===== config.mk =====
export PLATFORM = sky130hd
export DESIGN_NAME = ftsch_cell
export DESIGN_NICKNAME = d
export VERILOG_FILES = /design/src/hw/rtl/assert_macros.svh /design/src/hw/rtl/ftsch_pkg.sv /design/src/hw/rtl/ftsch_cell.sv
export SDC_FILE = /design/constraint.sdc
export NUM_CORES = 1
export LEC_CHECK = 0
export ABC_AREA = 0
export BUFFER_PORTS_ARGS = -buffer_cell sky130_fd_sc_hd__buf_2
export CAP_MARGIN = 30
export CORE_MARGIN = 8
export CORE_UTILIZATION = 33
export CTS_CLUSTER_DIAMETER = 50
export DETAILED_ROUTE_END_ITERATION = 8
export SLEW_MARGIN = 20
export SYNTH_ARGS = -nofsm -noshare
export SYNTH_HDL_FRONTEND = slang
export SYNTH_SLANG_ARGS = --single-unit

===== constraint.sdc =====
create_clock -name clock -period 4.16 [get_ports clock]
set_input_delay 0.416 -clock clock [delete_from_list [all_inputs] [get_ports clock]]
set_output_delay 0.416 -clock clock [all_outputs]
set_load 0.01 [all_outputs]

===== src/hw/rtl/assert_macros.svh =====
// Assertion macros used by the top-level RTL file.
`ifndef ASSERT_MACROS_SVH
`define ASSERT_MACROS_SVH

// Property that holds at every clock edge outside reset.
`define FTSCH_ASSERT(label, clk, rst, prop, msg) \
   label: assert property (@(posedge clk) disable iff (rst) (prop)) else $error(msg);

// Same-cycle implication.
`define FTSCH_ASSERT_IMPL(label, clk, rst, ante, cons, msg) \
   label: assert property (@(posedge clk) disable iff (rst) (ante) |-> (cons)) else $error(msg);

// Next-cycle implication.
`define FTSCH_ASSERT_NEXT(label, clk, rst, ante, cons, msg) \
   label: assert property (@(posedge clk) disable iff (rst) (ante) |=> (cons)) else $error(msg);

`endif


===== src/hw/rtl/ftsch_pkg.sv =====
// Package for the fixed-priority tick scheduler: widths, register codes, cell control.
`default_nettype none

package ftsch_pkg;

   localparam int DEF_MAX_TASKS  = 4;
   localparam int DEF_TIME_WIDTH = 16;

   localparam int FIELD_WIDTH = 16;
   localparam int COUNT_WIDTH = 3;
   localparam int CSR_WIDTH   = 64;
   localparam int RUN_WIDTH   = 3;
   localparam int MASK_WIDTH  = 4;

   typedef enum logic [1:0] {
      CSR_TASK_COUNT     = 2'd0,
      CSR_MINOR_FRAME    = 2'd1,
      CSR_TASK_BUDGETS   = 2'd2,
      CSR_TASK_DEADLINES = 2'd3
   } csr_index_type;

   localparam logic [COUNT_WIDTH-1:0] RST_TASK_COUNT     = 3'd1;
   localparam logic [FIELD_WIDTH-1:0] RST_MINOR_FRAME    = 16'd1;
   localparam logic [CSR_WIDTH-1:0]   RST_TASK_BUDGETS   = 64'd0;
   localparam logic [CSR_WIDTH-1:0]   RST_TASK_DEADLINES = 64'h0001_0001_0001_0001;

   // Per-slot control handed to every cell.
   typedef struct packed {
      logic step;         // a tick slot elapses this cycle
      logic frame_start;  // slot is the first of a minor frame
      logic active;       // cell index below the task count
   } cell_ctl_type;

endpackage

`default_nettype wire


===== src/hw/rtl/ftsch_cell.sv =====
// One task cell: remaining work, deadline phase, release and grant chain stage.
`default_nettype none

module ftsch_cell
   import ftsch_pkg::*;
#(
   parameter int TIME_WIDTH = DEF_TIME_WIDTH
) (
   input  wire                   clock,
   input  wire                   reset,
   input  cell_ctl_type          ctl,
   input  wire [TIME_WIDTH-1:0]  frame_len,
   input  wire [TIME_WIDTH-1:0]  budget,
   input  wire [TIME_WIDTH-1:0]  deadline,
   input  wire                   grant_in,   // no higher-priority task has work
   output logic                  grant_out,
   output logic                  run,
   output logic                  released,
   output logic                  missed
);

   logic [TIME_WIDTH-1:0] work_ff, work_in;
   logic [TIME_WIDTH-1:0] phase_ff, phase_in;
   logic [TIME_WIDTH-1:0] work_eff;
   logic [TIME_WIDTH:0]   phase_sum;
   logic [TIME_WIDTH:0]   deadline_ext;
   logic                  has_work;

   always_comb begin
      released  = ctl.frame_start && ctl.active && (phase_ff == '0);
      missed    = released && (work_ff != '0);
      work_eff  = released ? budget : work_ff;
      has_work  = ctl.active && (work_eff != '0);
      run       = grant_in && has_work;
      grant_out = grant_in && !has_work;

      // Phase advances by one frame and wraps by a single subtraction.
      phase_sum    = {1'b0, phase_ff} + {1'b0, frame_len};
      deadline_ext = {1'b0, deadline};
      if (phase_sum >= deadline_ext) begin
         phase_sum = phase_sum - deadline_ext;
      end

      work_in  = work_ff;
      phase_in = phase_ff;
      if (ctl.step) begin
         work_in = run ? (work_eff - 1'b1) : work_eff;
         if (ctl.frame_start) begin
            phase_in = phase_sum[TIME_WIDTH-1:0];
         end
      end
   end

   always_ff @(posedge clock) begin
      if (reset) begin
         work_ff  <= '0;
         phase_ff <= '0;
      end else begin
         work_ff  <= work_in;
         phase_ff <= phase_in;
      end
   end

endmodule

`default_nettype wire


# After elaboration in Yosys (flattened, before gate mapping)
# Index checks and enable logic that the tools add are counted.
[totals]
wordCells = 20
output_inout_bits = 4
input_bits = 54
ff_bits = 32
[classes]
reduce_logical = 11
mux = 3
n_addsub = 3
order_cmp = 1
[op_table]
columns = ["cell", "n"]
rows = [
  ["$mux 16", 3],
  ["$reduce_bool 16->1", 2],
  ["$add 16x16->17", 1],
  ["$ge 17x16->1", 1],
  ["$logic_not 16->1", 1],
  ["$sub 16x1->16 const B", 1],
  ["$sub 16x16->16", 1],
  ["$logic_and 1x1->1", 6],
  ["$reduce_and 2->1", 1],
  ["$logic_not 1->1", 1],
]

# Logic depth before layout (Yosys ltp)
# Gate-level depths: netlist (run 1).
[logic_depth]
depth_word = 7
depth_mapped = 18
depth_no_buf = 16

# Least setup slack after synthesis (run 1)
# Ideal clock, no wire load.
[synth_path]
kind = "input -> register"
startpoint = "in frame_len[0]"
endpoint = "reg phase_ff[8]"
arrival_ns = 4.007
cell_stages = 18
n_path_buf = 2
path_slack_ns = 0.068
setup_ns = 0.086
cell_sequence = "ha_1 > fa_1 > a211oi_1 > o211ai_1 > a21oi_1 > nor2_1 > xor2_1 > ha_1 > and2_1 > nand3_1 > nor2_1 > a211o_1 > a311o_1 > or2_2 > buf_2 > buf_2 > mux2i_1 > a211oi_1"
[synth_via]
elab_chain_cells = 3
word_cells_on_any_way = 4
cone_classes = "add/sub: 2; order compare: 1; mux: 1"
[synth_rtl]
columns = ["item", "line_no", "rtl"]
rows = [
  ["from (decl)", "ftsch_cell.sv:12", "input wire [TIME_WIDTH-1:0] frame_len,"],
  ["$add 16x16->17 *", "ftsch_cell.sv:38", "phase_sum = {1'b0, phase_ff} + {1'b0, frame_len};"],
  ["$sub 16x16->16 / $ge 17x16->1 (equally long branches)", "ftsch_cell.sv:41, ftsch_cell.sv:40", ""],
  ["$mux 16 *", "ftsch_cell.sv:40", "if (phase_sum >= deadline_ext) begin"],
  ["to (signal assigned)", "ftsch_cell.sv:60", "phase_ff <= phase_in;"],
  ["to (decl)", "ftsch_cell.sv:23", "logic [TIME_WIDTH-1:0] phase_ff, phase_in;"],
]
# Every way passes the cells marked *; elsewhere a longest branch is shown, timed or not.
# A chain may end at the register's enable or synchronous reset.

# Worst setup path in the final report (run 1)
[layout_path]
startpoint = "reg phase_ff[6]"
endpoint = "reg phase_ff[6]"
[layout_via]
elab_chain_cells = 3
word_cells_on_any_way = 4
cone_classes = "add/sub: 2; order compare: 1; mux: 1"
[layout_rtl]
columns = ["item", "line_no"]
rows = [
  ["$add 16x16->17 *", "ftsch_cell.sv:38"],
  ["$sub 16x16->16 / $ge 17x16->1 (equally long branches)", "ftsch_cell.sv:41, ftsch_cell.sv:40"],
  ["$mux 16 *", "ftsch_cell.sv:40"],
]
# Marked as above.

==> metrics.csv, run 1 <==
metric,value,unit
status,"finished, final reports clean",
top_layer,met4,
tightest_slew,926,ps
async_flop_share,0,%
hold_viol,0,
wire_per_inst,17.5,um
drt-total-wl,12.6,mm
rows,39,
synth-main-ff-cell,dfxtp_1,
yosys.area.top_type,dfxtp_1,
slew_headroom,38.3,%
ys_ff_latch,32,
path_class,flop to flop,
nets,665,
endpoint_kind,flop,
gp_congestion,0.962,
initial_utilization,33.3,%
place_ws,-190,ps
avgViaCountPerCell,5.76,
clock.fmax,0.250,GHz
wl_met1,5.57,mm
timing.rr.start,phase_ff[6]$_SDFFE_PP0P_,
synth_cells,490,
yosys_warnings,0,
synth_top_area_share,17.1,%
crit_required,4340,ps
clock-sinks,32,
tns,0,ps
syn_avg_cell_area,7.66,sq um
grtUsageTotal,16.3,%
route.vias.total,4149,
cts-htree-levels,2,
p_total,2640,uW
crit_path_start,phase_ff[6]$_SDFFE_PP0P_,
grt_pass1_wl,19.9,mm
io_pins,58,
grt_max_degree,35,
clk-insertion-delay-late,280,ps
root_buffer,clkbuf_16,
port_buffers,57,
r2r_cells,15,
endpoint,phase_ff[6]$_SDFFE_PP0P_,
antenna_found_initial,0,
detail-route-antenna-nets,0,
r2r_end,phase_ff[6]$_SDFFE_PP0P_,
drtIter0Drc,261,
route.detailed.drc,0,
syn2layout_area_growth,24.2,%
worstSetupStartpointType,flop,
cts_buffers,5,
yosysSeqAreaShare,17.1,%
first_pass_iters,5,
cts-hold-fix-buffers,0,
synthTopCellsByArea,"dfxtp_1 17%, ha_1 11%, o21ai_0 4.8%",
setup_viol,0,
path_clk_slew,50,ps
fp.dieW,123,um
grt_pass1_vias,4173,
maxCapViolCount,0,
wl_met3,623,um
final_core_util,41.3,%
cp_max_fo,7,
holdWs,475,ps
cts_tree,done,
synthDistinctLibCells,77,
reg2reg_slack,170,ps
antenna_cells,0,
overflow,0,
p_leak,0.00202,uW
core,0.0113,sq mm
synth-edff-count,0,
post-route-period-util,96.0,%
layout-drive-gt1-share,25.3,%
dr_wl_met2,6.11,mm
cp.arrival,4170,ps
power.density,565,mW/mm^2
drv_slew,0,
hold_path_class,flop to flop,
die_h,123,um
skew,3.27,ps
period_minus_slack,3990,ps
dpl.hpwl,9.74,mm
vdd_drop_max,0.000284,V
syn_area,0.00375,sq mm
clock_path_buffers,2,
synth_nets,579,
dieArea,0.0150,sq mm
setup_slack,167,ps
[worst max-delay path, stage by stage (launching register included)]
cell	delay, ps
dfxtp_2	340
ha_1	300
a21oi_2	170
o21ai_0	130
or3_1	340
o211a_1	270
o21a_1	220
o31a_1	250
ha_1	300
nand4_1	100
nor2_1	40
a211o_1	280
a311o_1	400
or2_4	330
mux2i_1	140
a211oi_1	240
[kinds of logic (layout without fill, tap and decap cells)]
kind of cell / Yosys count / in the layout / synth area share (%)
compound gates: 162 / 162 / 30.7
xor+xnor: 27 / 27 / 6.30
fa+ha+maj: 35 / 35 / 12.1
buf+inv: 43 / 129 / 4.44
flops: 32 / 32 / 17.1
mux: 17 / 17 / 4.60
simple gates: 174 / 175 / 24.9
[cell type report]
| type | instances | area [sq um] |
|---|---|---|
| Timing Repair Buffer | 93 | 556 |
| Inverter | 28 | 105 |
| Tap cell | 143 | 179 |
| Fill cell | 1144 | 6610 |
| Sequential cell | 32 | 644 |
| Clock buffer | 8 | 146 |
| Multi-Input combinational cell | 416 | 3030 |
[sequential cells by signal, summed over array words and instances (netlist names)]
signal / count
phase_ff: 16
work_ff: 16
[layout by cell type, fill, tap and decap left out, types with 15 or more instances in the layout]
cell type	netlist	routed
ha_1	33	32
nor3_1	16	16
buf_2	4	57
xnor2_1	18	18
a21oi_1	28	26
nor2_1	42	39
inv_1	26	26
mux2i_1	15	15
buf_4	0	36
o21ai_0	36	35
nand2_1	40	40
dfxtp_1	32	29
[power by group]
part / switching (uW) / leakage (uW) / internal (uW)
clock network: 139 / 0.0000712 / 239
logic: 1010 / 0.00168 / 795
registers: 75.4 / 0.000263 / 373
[metrics by stage]
step                      instances  instance area, sq um
after floorplan                 490                  3750
after global placement          710                  4420
after detailed placement        710                  4420
after CTS                       718                  4570
after global routing            720                  4660
final                           720                  4660
[cell usage after synthesis (4+ instances only)]
cell type / count
nand2_1: 40
a211oi_1: 15
xnor2_1: 18
nor2_1: 42
and3_1: 6
nor4_1: 6
buf_2: 4
ha_1: 33
dfxtp_1: 32
nand3_1: 11
o31ai_1: 4
a21o_1: 14
a21oi_1: 28
nor3_1: 16
and2_1: 6
or3_1: 8
o211ai_1: 6
clkbuf_1: 10
mux2i_1: 15
o21ai_0: 36
a31oi_1: 10
xor2_1: 9
inv_1: 26
nand4_1: 10
o21a_1: 6
[what timing repair did]
item	4_1_cts	5_1_grt
endpoints found under the setup margin	7	16
resized for setup	1	22
buffers inserted	0	1
pin swaps	0	15
cloned	0	1
hold endpoints to repair	0	0
[worst min-delay path by stage]
stage	from	to	slack [ps]	cells after the start
floorplan	work_ff[12]$_SDFFE_PP0P_	work_ff[12]$_SDFFE_PP0P_	440	2
global placement	work_ff[12]$_SDFFE_PP0P_	work_ff[12]$_SDFFE_PP0P_	460	2
detailed placement	work_ff[12]$_SDFFE_PP0P_	work_ff[12]$_SDFFE_PP0P_	460	2
CTS	work_ff[12]$_SDFFE_PP0P_	work_ff[12]$_SDFFE_PP0P_	480	2
global route	work_ff[14]$_SDFFE_PP0P_	work_ff[14]$_SDFFE_PP0P_	490	2
finish	work_ff[12]$_SDFFE_PP0P_	work_ff[12]$_SDFFE_PP0P_	470	2
[metal layers]
metal  vias up  global-route usage (%)
li1       2016                       -
met1      1971                    19.8
met2       137                    28.6
met5         -                       0
met4         0                    6.02
met3        25                    2.35
No activity file was read; power rests on OpenSTA's default activity.
==> inputs of run 2 (changes only) <==
Settings changed: ABC_AREA 0 to 1.
==> metrics.csv, run 2 <==
metric,value,unit
post-route-period-util,89.9,%
comb_power_share,71.1,%
grt_max_degree,33,
hold_path_class,flop to flop,
power.internal,1250,uW
io_pins,58,
grt_pass1_wl,19.9,mm
route.detailed.drc,0,
place_ws,211,ps
cts_resized,0,
clkPwrFrac,13.4,%
cp.arrival,3880,ps
final_core_util,38.3,%
dpl_cell_area,0.00444,sq mm
clock.fmax,0.267,GHz
skew,13.4,ps
hold_viol,0,
cp_max_fo,16,
nets,837,
fillers,1344,
fp.dieW,126,um
crit_required,4300,ps
p_leak,0.00256,uW
crit_chain,ha_1 -> fa_1 -> nand3_1 -> nand2_1 -> a21oi_1 -> inv_1 -> nand2_1 -> nand3_1 -> xor2_1 -> inv_1 -> ha_1 -> nand2_1 -> inv_1 -> nand3_1 -> nor2_1 -> nand3_1 -> nand2_1 -> nor4_1 -> nand2_1 -> inv_2 -> nand2_1 -> nand3_1 -> a21oi_1,
cts-hold-fix-buffers,0,
dieArea,0.0159,sq mm
synth-main-ff-cell,dfxtp_1,
finalInstanceArea,0.00458,sq mm
yosys_warnings,0,
power.switching,1410,uW
drt-total-wl,12.1,mm
antenna_cells,0,
layout_commonest_cell,nand2_1,
timing.rr.start,phase_ff[0]$_SDFFE_PP0P_,
cts-htree-levels,2,
wire_per_inst,13.6,um
clock-sinks,32,
vdd_drop_max,0.000299,V
synth.most_common_cell,nand2_1,
path_clk_slew,60,ps
synth-edff-count,0,
detail-route-antenna-nets,0,
layout-drive-gt1-share,12.8,%
overflow,0,
port_buffers,57,
crit_top_cell,nand2_1,
antenna_found_initial,0,
maxCapViolCount,0,
clk-insertion-delay-late,280,ps
route.vias.total,4467,
synth_top_area_share,20.7,%
crit_path_start,phase_ff[0]$_SDFFE_PP0P_,
power.density,579,mW/mm^2
gp_congestion,0.909,
setup_viol,0,
drtIter0Drc,334,
yosysSeqAreaShare,16.0,%
regArea,641,sq um
tightest_slew,675,ps
path_class,flop to flop,
synthDistinctLibCells,38,
synth_cells,694,
rows,40,
period_minus_slack,3740,ps
synth_nets,783,
cts_tree,done,
syn_avg_cell_area,5.78,sq um
endpoint_kind,flop,
cts_buffers,5,
swShare,53.0,%
rsz0062_at_grt,no,
dpl.hpwl,9.76,mm
slew_headroom,55.0,%
yosys.area.top_type,nand2_1,
first_pass_iters,5,
root_buffer,clkbuf_16,
grtUsageTotal,15.2,%
max_stage_delay,430,ps
synthTopCellsByArea,"nand2_1 21%, dfxtp_1 16%, ha_1 10%",
setup_slack,420,ps
yosys-top-cells-count,"221 x nand2_1, 87 x inv_1, 63 x nor2_1, 62 x nand3_1, 57 x a21oi_1",
post_cts_buffers,0,
grt_pass1_vias,4117,
avgViaCountPerCell,4.99,
reg.largest.list,"phase_ff x16, work_ff x16",
async_flop_share,0,%
cpMaxStageDelayCell,fa_1,
holdCritStartpoint,phase_ff[2]$_SDFFE_PP0P_,
pwr-share-seq,15.5,%
initial_utilization,33.5,%
tns,0,ps
die_h,126,um
syn_area,0.00401,sq mm
core,0.0120,sq mm
final_cell_mix,"221 x nand2_1, 87 x inv_1, 63 x nor2_1",
clock_path_buffers,2,
ys_ff_latch,32,
status,"finished, final reports clean",
syn2layout_area_growth,14.2,%
worstSetupStartpointType,flop,
drv_slew,0,
multi_input_area,0.00294,sq mm
[run 2: cell types whose count changed after synthesis, moves of 9 or more]
| cell | previous run | this run |
|---|---|---|
| xnor2_1 | 18 | 6 |
| a211oi_1 | 15 | 0 |
| o21ai_0 | 36 | 20 |
| mux2i_1 | 15 | 0 |
| inv_1 | 26 | 87 |
| xor2_1 | 9 | 22 |
| a21o_1 | 14 | 4 |
| nand2_1 | 40 | 221 |
| a21oi_1 | 28 | 57 |
| nand3_1 | 11 | 62 |
| nand2_2 | 0 | 10 |
| nand4_1 | 10 | 19 |
| nor2_1 | 42 | 63 |
| nor3_1 | 16 | 3 |
[run 2: cells by family (layout without fill, tap and decap cells)]
logic type / after synthesis / in the layout / synth area share, %
simple gates: 399 / 399 / 43.3
buf+inv: 108 / 162 / 10.8
compound gates: 92 / 92 / 12.5
flops: 32 / 32 / 16.0
xor+xnor: 28 / 28 / 6.12
fa+ha+maj: 35 / 35 / 11.3
[run 2: per-stage QoR]
step	hold WS, ps	total power [uW]	instances
after CTS	497	2650	895
after floorplan	458	1830	694
after global routing	518	2920	895
after detailed placement	489	2280	888
final	494	2650	895
after global placement	474	2290	888
[run 2: critical path: cells and delay by family (launching register included)]
family          cells  cell delay (ps)
fa+ha+maj           3              980
compound gates      2              350
flops               1              320
buf+inv             4              470
simple gates       13             1280
xor+xnor            1              190
[run 2: path summary, 6_finish.rpt]
| path | end | slack (ps) | cells after the start |
|---|---|---|---|
| max | phase_ff[9]$_SDFFE_PP0P_ | 420 | 23 |
| min reg2reg | phase_ff[2]$_SDFFE_PP0P_ | 490 | 2 |
| max reg2reg | phase_ff[9]$_SDFFE_PP0P_ | 420 | 23 |
| min | phase_ff[2]$_SDFFE_PP0P_ | 490 | 2 |
[run 2: routing by layer]
layer  GRT usage (%)  vias up  part of all wire (%)
met5               0        -                     0
met4            4.46        0                   1.8
met3            2.74       17                   5.3
met2            24.6      122                    44
met1            20.2     1964                    49
li1                -     2364                     -
[run 2: cell type report]
| class | count | area share, % |
|---|---|---|
| Clock buffer | 5 | 2.73 |
| Clock inverter | 2 | 0.273 |
| Inverter | 91 | 7.51 |
| Multi-Input combinational cell | 554 | 64.1 |
| Sequential cell | 32 | 14.0 |
| Tap cell | 147 | 4.02 |
| Timing Repair Buffer | 64 | 7.38 |
[run 2: power groups by stage]
stage               logic [uW]  clock network [uW]  registers (uW)
floorplan                 1430                   0             397
detailed placement        1860                   0             417
CTS                       1870                 363             411
global placement          1870                   0             417
global route              2120                 376             418
finish                    1890                 356             411
==> inputs of run 3 (changes only) <==
Settings changed: CORE_UTILIZATION 33 to 35, SETUP_SLACK_MARGIN set to 0.5.
Clock period 4.16 ns to 3.55 ns, I/O delays scaled along.
==> metrics.csv, run 3 (synthesis results as in run 2) <==
metric,value,unit
hold_viol,0,
dieArea,0.0151,sq mm
dpl.hpwl,10.6,mm
clock_path_buffers,2,
antenna_cells,0,
cts_tree,done,
gp_congestion,0.982,
wire_per_inst,14.6,um
cp_max_fo,8,
io_pins,58,
skew,6.19,ps
final_core_util,50.3,%
grt_pass1_vias,4645,
drt-total-wl,13.8,mm
clock.fmax,0.314,GHz
initial_utilization,35.4,%
endpoint_kind,flop,
p_total,4190,uW
rsz0062_at_grt,yes,
grtUsageTotal,17.6,%
period_minus_slack,3190,ps
rows,39,
root_buffer,clkbuf_16,
p_leak,0.00290,uW
path_class,flop to flop,
final_cell_mix,"209 x nand2_1, 82 x inv_1, 58 x buf_2",
cts-hold-fix-buffers,0,
post-route-period-util,89.7,%
setup_viol,0,
top_layer,met4,
dr_wl_met2,6.71,mm
die_h,123,um
maxCapViolCount,0,
port_buffers,57,
wl_met1,6.05,mm
layout_commonest_cell,nand2_1,
nets,888,
route.vias.total,4847,
status,"finished, final reports clean",
slew_headroom,54.9,%
tightest_slew,677,ps
vdd_drop_max,0.000345,V
first_pass_iters,4,
antenna_found_initial,0,
layout-drive-gt1-share,30.8,%
power.density,735,mW/mm^2
fp.dieW,123,um
clock-sinks,32,
grt_max_degree,33,
wl_met3,656,um
clk-insertion-delay-late,280,ps
detail-route-antenna-nets,0,
cp.arrival,3380,ps
hold_path_class,flop to flop,
core,0.0113,sq mm
cts-htree-levels,2,
crit_required,3750,ps
path_clk_slew,60,ps
drtIter0Drc,254,
overflow,0,
cts_buffers,5,
worstSetupStartpointType,flop,
route.detailed.drc,0,
syn2layout_area_growth,42.1,%
avgViaCountPerCell,5.14,
drv_slew,0,
grt_pass1_wl,21.8,mm
reg.largest.list,"phase_ff x16, work_ff x16",
[run 3: final timing paths]
kind / start / cells past startpoint / to / slack [ps]
worst min register to register: phase_ff[3]$_SDFFE_PP0P_ / 2 / phase_ff[3]$_SDFFE_PP0P_ / 500
worst max register to register: phase_ff[0]$_SDFFE_PP0P_ / 23 / phase_ff[5]$_SDFFE_PP0P_ / 360
worst max-delay path: phase_ff[0]$_SDFFE_PP0P_ / 23 / phase_ff[5]$_SDFFE_PP0P_ / 360
worst min-delay path: phase_ff[3]$_SDFFE_PP0P_ / 2 / phase_ff[3]$_SDFFE_PP0P_ / 500
[run 3: power by group]
group | switching, uW | leakage, uW | total, uW | internal, uW
clock | 167 | 0.0000901 | 536 | 370
combinational | 1810 | 0.00255 | 3160 | 1350
sequential | 65.1 | 0.000266 | 491 | 426
total | 2040 | 0.00290 | 4190 | 2140
[run 3: per-layer routing]
metal  vias up  global-route usage (%)
li1       2456                       -
met1      2234                    21.7
met2       128                    30.5
met3        29                    3.01
met4         0                    6.02
met5         -                       0
[run 3: what timing repair did]
action	4_1_cts	5_1_grt
pin swaps	15	24
endpoints found under the setup margin	18	19
cloned	1	2
gates resized for setup	50	85
buffers inserted	8	8
[run 3: critical path, stage by stage (launching register included)]
cell and delay, ps:
dfxtp_2 330, ha_4 160, fa_2 370, nand3_2 100, nand2_4 80, a21oi_4 130, inv_1 60, nand2_1 70
nand3_2 80, xor2_2 190, inv_2 60, ha_4 310, nand2_4 50, inv_2 60, nand3_2 50, nor2_1 80
nand3_1 100, nand2_2 100, nor4_4 40, nand2_4 150, clkinvlp_4 200, nand2_1 100, nand3_1 70, a21oi_1 160
[run 3: through the flow]
step                      cells  area (sq um)  hold slack [ps]  TNS, ps  setup WS [ps]
after floorplan             694          4070              458        0            359
after global placement      916          4720              477    -8.13          -8.13
after detailed placement    916          4720              486    -46.2          -12.7
after CTS                   933          5230              487        0            360
after global routing        943          5700              528        0            194
final                       943          5700              497        0            364
[run 3: layout make-up]
type | count | area (sq um)
inverter | 91 | 349
sequential | 32 | 652
timing repair buffer | 113 | 718
multi-input combinational | 555 | 3610
clock inverter | 1 | 30.0
fill | 1149 | 5620
tap | 143 | 179
clock buffer | 7 | 153
timing repair inverter | 1 | 7.51
